`config.mk`:
```
export PLATFORM = sky130hd
export DESIGN_NAME = rmh_ctrl
export DESIGN_NICKNAME = d
export VERILOG_FILES = /design/src/rmh_pkg.sv /design/src/rmh_ctrl.sv
export SDC_FILE = /design/constraint.sdc
export NUM_CORES = 1
export LEC_CHECK = 0
export BUFFER_PORTS_ARGS = -buffer_cell sky130_fd_sc_hd__clkbuf_2
export CAP_MARGIN = 40
export CORE_MARGIN = 1
export CORE_UTILIZATION = 44
export CTS_CLUSTER_DIAMETER = 40
export DETAILED_ROUTE_END_ITERATION = 16
export PLACE_DENSITY = 0.67
export RECOVER_POWER = 25
export SYNTH_ARGS = -nofsm -noshare
export SYNTH_HDL_FRONTEND = slang
export SYNTH_SLANG_ARGS = --single-unit
```
`constraint.sdc`:
```
create_clock -name clk_i -period 3.3 [get_ports clk_i]
set_clock_uncertainty 0.1 [all_clocks]
set_input_delay 0.66 -clock clk_i [delete_from_list [all_inputs] [get_ports clk_i]]
set_output_delay 0.66 -clock clk_i [all_outputs]
set_load 0.005 [all_outputs]
```
`src/rmh_pkg.sv`:
```
// ----------------------------------------------------------------------------
// rmh_pkg: shared types and constants of the running median block
// Sizes of the two heaps, sample and result widths, and the command and
// status records that pass between the controller and the datapath.
// ----------------------------------------------------------------------------
package rmh_pkg;

  localparam int unsigned Capacity   = 1024;
  localparam int unsigned SampleBits = 16;
  localparam int unsigned HeapDepth  = (Capacity + 1) / 2;
  localparam int unsigned AddrBits   = $clog2(HeapDepth);
  localparam int unsigned SizeBits   = $clog2(HeapDepth + 1);
  localparam int unsigned CountBits  = 11;
  localparam int unsigned MedBits    = SampleBits + 1;

  // Sources of the held median.
  localparam logic [1:0] MedSelX   = 2'd0;  // twice the sample
  localparam logic [1:0] MedSelLo  = 2'd1;  // twice the lower top
  localparam logic [1:0] MedSelUp  = 2'd2;  // twice the upper top
  localparam logic [1:0] MedSelSum = 2'd3;  // sum of both tops

  typedef logic signed [SampleBits-1:0] sample_t;
  typedef logic signed [MedBits-1:0]    med_t;
  typedef logic [AddrBits-1:0]          addr_t;
  typedef logic [SizeBits-1:0]          size_t;

  // Commands from the controller to the datapath.
  typedef struct packed {
    logic    load;       // register the incoming sample
    logic    sel_upper;  // heap that the memory operation addresses
    logic    rd_en;      // read heap at rd_addr
    addr_t   rd_addr;
    logic    wr_en;      // write wr_data to heap at wr_addr
    addr_t   wr_addr;
    logic    wr_cur;     // 1: write the carried value, 0: write the read data
    logic    cur_from_x; // carried value takes the sample
    logic    cur_from_rd;// carried value takes the read data
    logic    top_lo_x;   // lower top shadow takes the carried value
    logic    top_up_x;   // upper top shadow takes the carried value
    logic    kid_a;      // latch read data as first child
  } cmd_t;

  // Status from the datapath to the controller.
  typedef struct packed {
    logic    x_below;    // doubled sample below held median
    logic    x_above;    // doubled sample above held median
    logic    cur_beats_lo; // carried value ranks above read data, max order
    logic    cur_beats_up; // carried value ranks above read data, min order
    logic    b_beats_a_lo; // read data (second child) above first child, max
    logic    b_beats_a_up;
    logic    a_beats_cur_lo; // first child above carried value, max
    logic    a_beats_cur_up;
    sample_t top_lo;
    sample_t top_up;
  } stat_t;

endpackage

```
`src/rmh_ctrl.sv`:
```
// ----------------------------------------------------------------------------
// rmh_ctrl: sequencer of the running median
// Decides where a sample goes and steps the sift-up of an insert and the
// sift-down of a replace-top through the heap memories, one level per pass.
// ----------------------------------------------------------------------------
module rmh_ctrl (
  input  logic           clk_i,
  input  logic           rst_ni,
  input  logic           s_tvalid_i,
  output logic           s_tready_o,
  output logic           m_tvalid_o,
  input  logic           m_tready_i,
  output logic           ovf_o,
  output logic [rmh_pkg::CountBits-1:0] count_o,
  input  rmh_pkg::stat_t stat_i,
  output rmh_pkg::cmd_t  cmd_o,
  output logic           med_we_o,
  output logic [1:0]     med_sel_o
);
  import rmh_pkg::*;

  localparam logic [4:0] StIdle   = 5'd0;
  localparam logic [4:0] StDecide = 5'd1;
  localparam logic [4:0] StMvRd   = 5'd2;  // read top of losing heap
  localparam logic [4:0] StMvWait = 5'd3;
  localparam logic [4:0] StUpSet  = 5'd4;  // start push of cur
  localparam logic [4:0] StUpRd   = 5'd5;
  localparam logic [4:0] StUpWait = 5'd6;
  localparam logic [4:0] StUpCmp  = 5'd7;
  localparam logic [4:0] StDnSet  = 5'd8;
  localparam logic [4:0] StDnRdA  = 5'd9;
  localparam logic [4:0] StDnRdB  = 5'd10;
  localparam logic [4:0] StDnLatA = 5'd11;
  localparam logic [4:0] StDnCmp  = 5'd12;
  localparam logic [4:0] StDnPick = 5'd13;
  localparam logic [4:0] StMed    = 5'd14;
  localparam logic [4:0] StOut    = 5'd15;
  localparam logic [4:0] StTopLd  = 5'd16;
  localparam logic [4:0] StTopWt  = 5'd17;
  localparam logic [4:0] StTopSv  = 5'd18;
  localparam logic [4:0] StMedWr  = 5'd19; // update median from fresh tops

  logic [4:0] st_q, st_d;
  size_t lsz_q, lsz_d, usz_q, usz_d;
  addr_t i_q, i_d, p_q, p_d, best_q, best_d;
  logic  heap_q, heap_d;       // heap of the current sift, 1 = upper
  logic  dn_q, dn_d;           // replace-top pending after push
  logic  dnh_q, dnh_d;         // heap for replace-top
  logic  ovf_q, ovf_d;
  logic [1:0] msel_q, msel_d;
  logic  topsel_q, topsel_d;   // which top shadow to refresh
  logic  tops2_q, tops2_d;     // refresh other top too
  logic  aval_q, aval_d;
  logic [AddrBits:0] l_w, r_w;
  logic [SizeBits:0] hsize;
  logic  beats, b_a, a_c;

  always_ff @(posedge clk_i or negedge rst_ni) begin
    if (!rst_ni) begin
      st_q <= StIdle; lsz_q <= '0; usz_q <= '0; i_q <= '0; p_q <= '0;
      best_q <= '0; heap_q <= 1'b0; dn_q <= 1'b0; dnh_q <= 1'b0;
      ovf_q <= 1'b0; msel_q <= MedSelX; topsel_q <= 1'b0; tops2_q <= 1'b0;
      aval_q <= 1'b0;
    end else begin
      st_q <= st_d; lsz_q <= lsz_d; usz_q <= usz_d; i_q <= i_d; p_q <= p_d;
      best_q <= best_d; heap_q <= heap_d; dn_q <= dn_d; dnh_q <= dnh_d;
      ovf_q <= ovf_d; msel_q <= msel_d; topsel_q <= topsel_d;
      tops2_q <= tops2_d; aval_q <= aval_d;
    end
  end

  assign hsize = heap_q ? {1'b0, usz_q} : {1'b0, lsz_q};
  assign l_w   = {i_q, 1'b1};
  assign r_w   = l_w + 1'b1;
  assign beats = heap_q ? stat_i.cur_beats_up : stat_i.cur_beats_lo;
  assign b_a   = heap_q ? stat_i.b_beats_a_up : stat_i.b_beats_a_lo;
  assign a_c   = heap_q ? stat_i.a_beats_cur_up : stat_i.a_beats_cur_lo;

  assign s_tready_o = (st_q == StIdle);
  assign m_tvalid_o = (st_q == StOut);
  assign ovf_o      = ovf_q;
  assign count_o    = CountBits'(lsz_q) + CountBits'(usz_q);
  assign med_sel_o  = msel_q;

  // Next state and commands.
  always_comb begin
    st_d = st_q; lsz_d = lsz_q; usz_d = usz_q; i_d = i_q; p_d = p_q;
    best_d = best_q; heap_d = heap_q; dn_d = dn_q; dnh_d = dnh_q;
    ovf_d = ovf_q; msel_d = msel_q; topsel_d = topsel_q; tops2_d = tops2_q;
    aval_d = aval_q;
    cmd_o = '0;
    cmd_o.sel_upper = heap_q;
    med_we_o = 1'b0;
    case (st_q)
      StIdle: begin
        cmd_o.load = s_tvalid_i;
        if (s_tvalid_i) st_d = StDecide;
      end
      StDecide: begin
        ovf_d = 1'b0; dn_d = 1'b0; tops2_d = 1'b0;
        cmd_o.cur_from_x = 1'b1;
        if (count_o >= CountBits'(Capacity)) begin
          ovf_d = 1'b1; st_d = StOut;
        end else if (count_o == '0) begin
          heap_d = 1'b0; msel_d = MedSelX; topsel_d = 1'b0; st_d = StUpSet;
        end else if (lsz_q > usz_q) begin
          msel_d = MedSelSum; heap_d = 1'b1; topsel_d = 1'b1;
          if (stat_i.x_below) begin
            dn_d = 1'b1; dnh_d = 1'b0; tops2_d = 1'b1; st_d = StMvRd;
          end else st_d = StUpSet;
        end else if (lsz_q == usz_q) begin
          if (stat_i.x_below) begin
            heap_d = 1'b0; msel_d = MedSelLo; topsel_d = 1'b0;
          end else begin
            heap_d = 1'b1; msel_d = MedSelUp; topsel_d = 1'b1;
          end
          st_d = StUpSet;
        end else begin
          msel_d = MedSelSum; heap_d = 1'b0; topsel_d = 1'b0;
          if (stat_i.x_above) begin
            dn_d = 1'b1; dnh_d = 1'b1; tops2_d = 1'b1; st_d = StMvRd;
          end else st_d = StUpSet;
        end
      end
      // Fetch the top of the heap that gives one up; it becomes the carry.
      StMvRd: begin
        cmd_o.sel_upper = dnh_q; cmd_o.rd_en = 1'b1; cmd_o.rd_addr = '0;
        st_d = StMvWait;
      end
      StMvWait: begin
        cmd_o.cur_from_rd = 1'b1; st_d = StUpSet;
      end
      // Insert: place the carry at the end, then sift up.
      StUpSet: begin
        i_d = heap_q ? addr_t'(usz_q) : addr_t'(lsz_q);
        if (heap_q) usz_d = usz_q + 1'b1; else lsz_d = lsz_q + 1'b1;
        st_d = StUpRd;
      end
      StUpRd: begin
        if (i_q == '0) begin
          cmd_o.wr_en = 1'b1; cmd_o.wr_cur = 1'b1; cmd_o.wr_addr = i_q;
          st_d = dn_q ? StDnSet : StTopLd;
        end else begin
          p_d = (i_q - 1'b1) >> 1;
          cmd_o.rd_en = 1'b1; cmd_o.rd_addr = (i_q - 1'b1) >> 1;
          st_d = StUpWait;
        end
      end
      StUpWait: st_d = StUpCmp;
      StUpCmp: begin
        cmd_o.wr_en = 1'b1; cmd_o.wr_addr = i_q;
        if (beats) begin
          cmd_o.wr_cur = 1'b0; i_d = p_q; st_d = StUpRd;
        end else begin
          cmd_o.wr_cur = 1'b1; st_d = dn_q ? StDnSet : StTopLd;
        end
      end
      // Replace-top: carry the sample down from the root.
      StDnSet: begin
        heap_d = dnh_q; i_d = '0; cmd_o.cur_from_x = 1'b1; st_d = StDnRdA;
      end
      StDnRdA: begin
        if ({1'b0, l_w} >= hsize) begin
          cmd_o.wr_en = 1'b1; cmd_o.wr_cur = 1'b1; cmd_o.wr_addr = i_q;
          dn_d = 1'b0; st_d = StTopLd;
        end else begin
          cmd_o.rd_en = 1'b1; cmd_o.rd_addr = l_w[AddrBits-1:0];
          st_d = StDnRdB;
        end
      end
      // Left child is on the read data now; keep it while the right is read.
      StDnRdB: begin
        cmd_o.kid_a = 1'b1;
        aval_d = ({1'b0, r_w} < hsize);
        cmd_o.rd_en = ({1'b0, r_w} < hsize); cmd_o.rd_addr = r_w[AddrBits-1:0];
        st_d = StDnLatA;
      end
      StDnLatA: begin
        st_d = StDnCmp;
      end
      StDnCmp: begin
        // kid_q holds left, rd_q holds right when present.
        if (aval_q && b_a) best_d = r_w[AddrBits-1:0];
        else best_d = l_w[AddrBits-1:0];
        st_d = StDnPick;
      end
      StDnPick: begin
        if (aval_q && b_a) begin
          if (beats) begin
            cmd_o.wr_en = 1'b1; cmd_o.wr_cur = 1'b1; cmd_o.wr_addr = i_q;
            dn_d = 1'b0; st_d = StTopLd;
          end else begin
            cmd_o.wr_en = 1'b1; cmd_o.wr_cur = 1'b0; cmd_o.wr_addr = i_q;
            i_d = best_q; st_d = StDnRdA;
          end
        end else begin
          if (a_c) begin
            // Move the left child up: reload it through the read port.
            cmd_o.rd_en = 1'b1; cmd_o.rd_addr = best_q;
            i_d = i_q; st_d = StMed;
            aval_d = 1'b0;
          end else begin
            cmd_o.wr_en = 1'b1; cmd_o.wr_cur = 1'b1; cmd_o.wr_addr = i_q;
            dn_d = 1'b0; st_d = StTopLd;
          end
        end
      end
      // Left child read back; write it to the parent and go down.
      StMed: begin
        if (!aval_q) begin
          aval_d = 1'b1;
        end else begin
          cmd_o.wr_en = 1'b1; cmd_o.wr_cur = 1'b0; cmd_o.wr_addr = i_q;
          i_d = best_q; st_d = StDnRdA;
        end
      end
      // Refresh the top shadows from memory, then update the median.
      StTopLd: begin
        cmd_o.sel_upper = topsel_q; cmd_o.rd_en = 1'b1; cmd_o.rd_addr = '0;
        st_d = StTopWt;
      end
      StTopWt: begin
        cmd_o.cur_from_rd = 1'b1; st_d = StTopSv;
      end
      StTopSv: begin
        cmd_o.top_lo_x = !topsel_q; cmd_o.top_up_x = topsel_q;
        if (tops2_q) begin
          tops2_d = 1'b0; topsel_d = !topsel_q; st_d = StTopLd;
        end else begin
          st_d = StMedWr;
        end
      end
      // Both top shadows are settled here.
      StMedWr: begin
        med_we_o = 1'b1; st_d = StOut;
      end
      StOut: begin
        if (m_tready_i) st_d = StIdle;
      end
      default: st_d = StIdle;
    endcase
  end

endmodule

```
==> run summary <==
SYNTH
----------------------------------------------------------------------------------------
Dominant cell type by area after synthesis ................................ sky130_fd_sc_hd__dfrtp_1
Flop and latch count out of synthesis .....................................           60
Flip-flop cell with the highest count after synthesis ..................... sky130_fd_sc_hd__dfrtp_1
Ys async rst share ........................................................         1.00
Net Count, Synth ..........................................................          705
Part of the Yosys area used for sequential elements .......................        0.289
Synthesized area per cell .................................................    8.42 um^2
Area share of the largest cell type after synthesis .......................        0.289
Dominant cells by area after synthesis .................................... sky130_fd_sc_hd__dfrtp_1 29%, sky130_fd_sc_hd__ha_1 10%, sky130_fd_sc_hd__xnor2_1 5.1%, sky130_fd_sc_hd__nor2_1 5.0%, sky130_fd_sc_hd__nand2_1 4.3%
Number of cells produced by synthesis .....................................          618
Post-synth EDFFs ..........................................................            0
Area of the mapped netlist ................................................    5200 um^2
Synth unique cells ........................................................           82
Yosys Warn Count ..........................................................            0

STA
----------------------------------------------------------------------------------------
Worst Slack Setup Final ...................................................      -328 ps
Hold violation count in the final report ..................................            0
Worst slew pin tran .......................................................      1740 ps
Count of pins over their slew limit .......................................           33
Portion of the clock cycle consumed by the worst path in the final layout .         1.10
Fin crit period ...........................................................      3630 ps
Max-Slew Margin vs Limit ..................................................       -0.158
Setup violation total in the final timing report ..........................           22
Maximum operating frequency ...............................................    0.276 GHz
Setup repair after global routing missed its margin .......................         true

PLACEMENT
----------------------------------------------------------------------------------------
Post-detailed-placement cell area .........................................    6050 um^2
Routability cong. .........................................................        0.939
Cell count after placement ................................................          855
Placement Setup Slack .....................................................      -141 ps
Dpl hpwl ..................................................................      11.5 mm
Count of input and output buffers .........................................           56

GLOBAL ROUTE
----------------------------------------------------------------------------------------
Initial antenna violation count ...........................................            0
All-Layer GR Usage ........................................................        0.258
Total overflow reported by the global router ..............................            0
Global-route wire length before repair ....................................      25.3 mm
Number of global-route vias before repair .................................         4996
Maximum number of pins on one net before global-route repair ..............           33

MIN PATH
----------------------------------------------------------------------------------------
Worst hold path type ...................................................... input port to asynchronous set/reset pin

DIE
----------------------------------------------------------------------------------------
Core footprint ............................................................   11500 um^2
Horizontal die dimension ..................................................       111 um
Number of standard-cell rows in the floorplan .............................           39
Die Height ................................................................       111 um
Initial cell density of the core ..........................................        0.454
Num ports .................................................................           89
Die footprint .............................................................   12300 um^2

ROUTING
----------------------------------------------------------------------------------------
Via density per instance ..................................................         5.89
Number of nets with antenna violations after routing ......................            0
Total via count in the routed design ......................................         5234
Detailed-route wire length per cell .......................................      18.2 um
Remaining design rule violation count .....................................            0
Violation count after the first detailed-routing iteration ................          485
Wire length after detailed routing ........................................      16.2 mm
First-pass detailed-route iteration total .................................            6

CELLS AND AREA
----------------------------------------------------------------------------------------
Commonest non-fill, non-tap cell in the layout ............................ sky130_fd_sc_hd__buf_4
Fill count ................................................................          969
Commonest non-fill, non-tap cells in the layout ........................... 74 x sky130_fd_sc_hd__buf_4, 68 x sky130_fd_sc_hd__nor2_1, 58 x sky130_fd_sc_hd__nand2_1, 57 x sky130_fd_sc_hd__dfrtp_1, 52 x sky130_fd_sc_hd__clkbuf_2
Finished layout cell area .................................................    6880 um^2
Final-stage net count .....................................................          828
Share of final-layout standard cells stronger than drive strength 1 .......        0.316
Antenna Diode Count .......................................................            0
Post-layout instance count excluding filler cells .........................          889
Post-synthesis to final-layout area growth ................................        32.3%

WORST SETUP PATH
----------------------------------------------------------------------------------------
Count of buffering cells on the critical path with inverters included .....            5
Most frequent CP cell ..................................................... sky130_fd_sc_hd__buf_6
Largest driver fanout on the critical path ................................            7
Arrival time at the worst endpoint ........................................      2870 ps
Kind of launch point of the worst setup path ..............................    flip-flop
WP data required ..........................................................      2540 ps
Gate family responsible for the most delay along the worst path ........... buffers and inverters
Worst path slowest cell ................................................... sky130_fd_sc_hd__dfrtp_2
FF-to-FF Start ............................................................ lsz_q[1]$_DFFE_PN0P_
Delay of the slowest cell on the worst path ...............................       410 ps
Critical-path cell list ................................................... buf_12 > buf_6 > mux2i_4 > ha_4 > and4_4 > o31ai_4 > a31oi_4 > nor3_4 > buf_6 > buf_6 > nor3_4 > o221ai_2 > clkbuf_2
First element of the critical path ........................................ heap_q$_DFFE_PN0P_
CP Class .................................................................. flip-flop to output port
Type of destination of the critical path ..................................  output port

CLOCK TREE
----------------------------------------------------------------------------------------
Insertion delay of the later-clocked pin in the worst-skew pair ...........       330 ps
Clock tree from TritonCTS .................................................        built
CTS Hold Bufs .............................................................            0
CTS Buffer Depth ..........................................................            2
Clock slew seen by the registers of the worst setup and hold paths ........        50 ps
Number of H-tree levels ...................................................            3
Number of sinks handled by clock tree synthesis ...........................           60
Clock Tree Root ........................................................... sky130_fd_sc_hd__clkbuf_16
Number of buffers created by CTS ..........................................            9

PWR
----------------------------------------------------------------------------------------
Total design power ........................................................      6.45 mW
Total power divided by cell area ..........................................  938 nW/um^2
Seq pwr share .............................................................        0.203
Leakage component of the power ............................................      3.13 nW
Relative contribution of combinational cells to total power ...............        0.647
Peak supply drop ..........................................................     0.565 mV
Sw Pwr ....................................................................      2.97 mW
Internal Dissipation ......................................................      3.49 mW
Power share of the clock group ............................................        0.150
Switching part of the total power .........................................        0.460

FLOW RUN
----------------------------------------------------------------------------------------
Maxcap violations .........................................................            1

RUN STATUS
----------------------------------------------------------------------------------------
Violated checks ........................................................... capacitance limit, slew limit, setup timing
Outcome ................................................................... finished with violations

## cell families (layout without fill, tap and decap cells)
logic type / Yosys count / count (layout) / synth area share
AOI/OAI and AO/OA: 159 / 159 / 0.226
xor gates and xnor gates: 45 / 45 / 0.0758
adders and majority gates: 43 / 43 / 0.105
buffers and inverters: 66 / 194 / 0.0541
DFF: 60 / 60 / 0.289
muxes: 16 / 16 / 0.0308
and+or+nand+nor: 229 / 229 / 0.220
## sequential cells by signal, indices dropped and copies added, names as in the netlist, 2 cells and up
signal	flops
p_q	8
best_q	9
st_q	5
med_sel_o	2
usz_q	10
lsz_q	10
i_q	9
## power groups by stage
stage                     Sequential [mW]  Combinational [mW]  Clock [mW]
after floorplan                      1.20                2.44           0
after global placement               1.28                3.44           0
after detailed placement             1.29                3.53           0
after CTS                            1.29                3.76       0.969
after global routing                 1.34                4.54        1.01
final                                1.31                4.18       0.968
## layout make-up
type,instances,area (um^2),area share
multi-input cells,492,3770,0.548
well taps,143,179,0.0260
clock buffers,11,253,0.0367
repair buffers,142,988,0.144
clock inverters,5,50.0,0.00727
flip-flops and latches,60,1510,0.219
inverters,36,138,0.0200
## final timing paths
path	endpoint	slack (ps)	depth (start not counted)
worst max-delay path	cmd_o[25]	-330	13
worst min register to register	p_q[4]$_DFFE_PN0P_	380	2
worst max register to register	dnh_q$_DFFE_PN0P_	50	9
max in group asynchronous	heap_q$_DFFE_PN0P_	1080	2
min in group clk_i	p_q[4]$_DFFE_PN0P_	380	2
worst min-delay path	ovf_o$_DFFE_PN0N_	30	1
## synthesized netlist by cell type, drive strengths merged, types with 6 or more instances
| master | instances |
|---|---|
| nor2 | 70 |
| dfrtp | 60 |
| nand2 | 60 |
| ha | 42 |
| a21oi | 37 |
| inv | 34 |
| xnor2 | 30 |
| nand3 | 18 |
| clkbuf | 17 |
| nor3 | 17 |
| mux2i | 16 |
| o21ai | 16 |
| xor2 | 15 |
| o21a | 14 |
| a22oi | 13 |
| buf | 13 |
| o211ai | 12 |
| nand4 | 10 |
| and2 | 9 |
| nand2b | 9 |
| a21o | 8 |
| nor4 | 8 |
| o31ai | 8 |
| a211oi | 6 |
| or2 | 6 |
## metal layers
metal  global-route usage  part of all wire  vias to the layer above
li1                     -                 -                     2469
met1                0.334              0.43                     2541
met2                0.445              0.50                      196
met3               0.0399             0.050                       28
met4               0.0764             0.019                        0
met5                    0                 0                        -
## through the flow
step,hold slack (ps),TNS [ps],util
finish,27.7,-3740,0.600
global route,47.4,-5280,0.600
CTS,32.7,-2890,0.575
detailed placement,370,-914,0.528
global placement,361,-813,0.525
floorplan,264,0,-
## repair_timing
action / in CTS / in global routing
pin swaps: 21 / 18
endpoints found under the setup margin: 25 / 28
resized for setup: 39 / 50
setup buffers: 13 / 7
(Power assumes the default switching activity.)
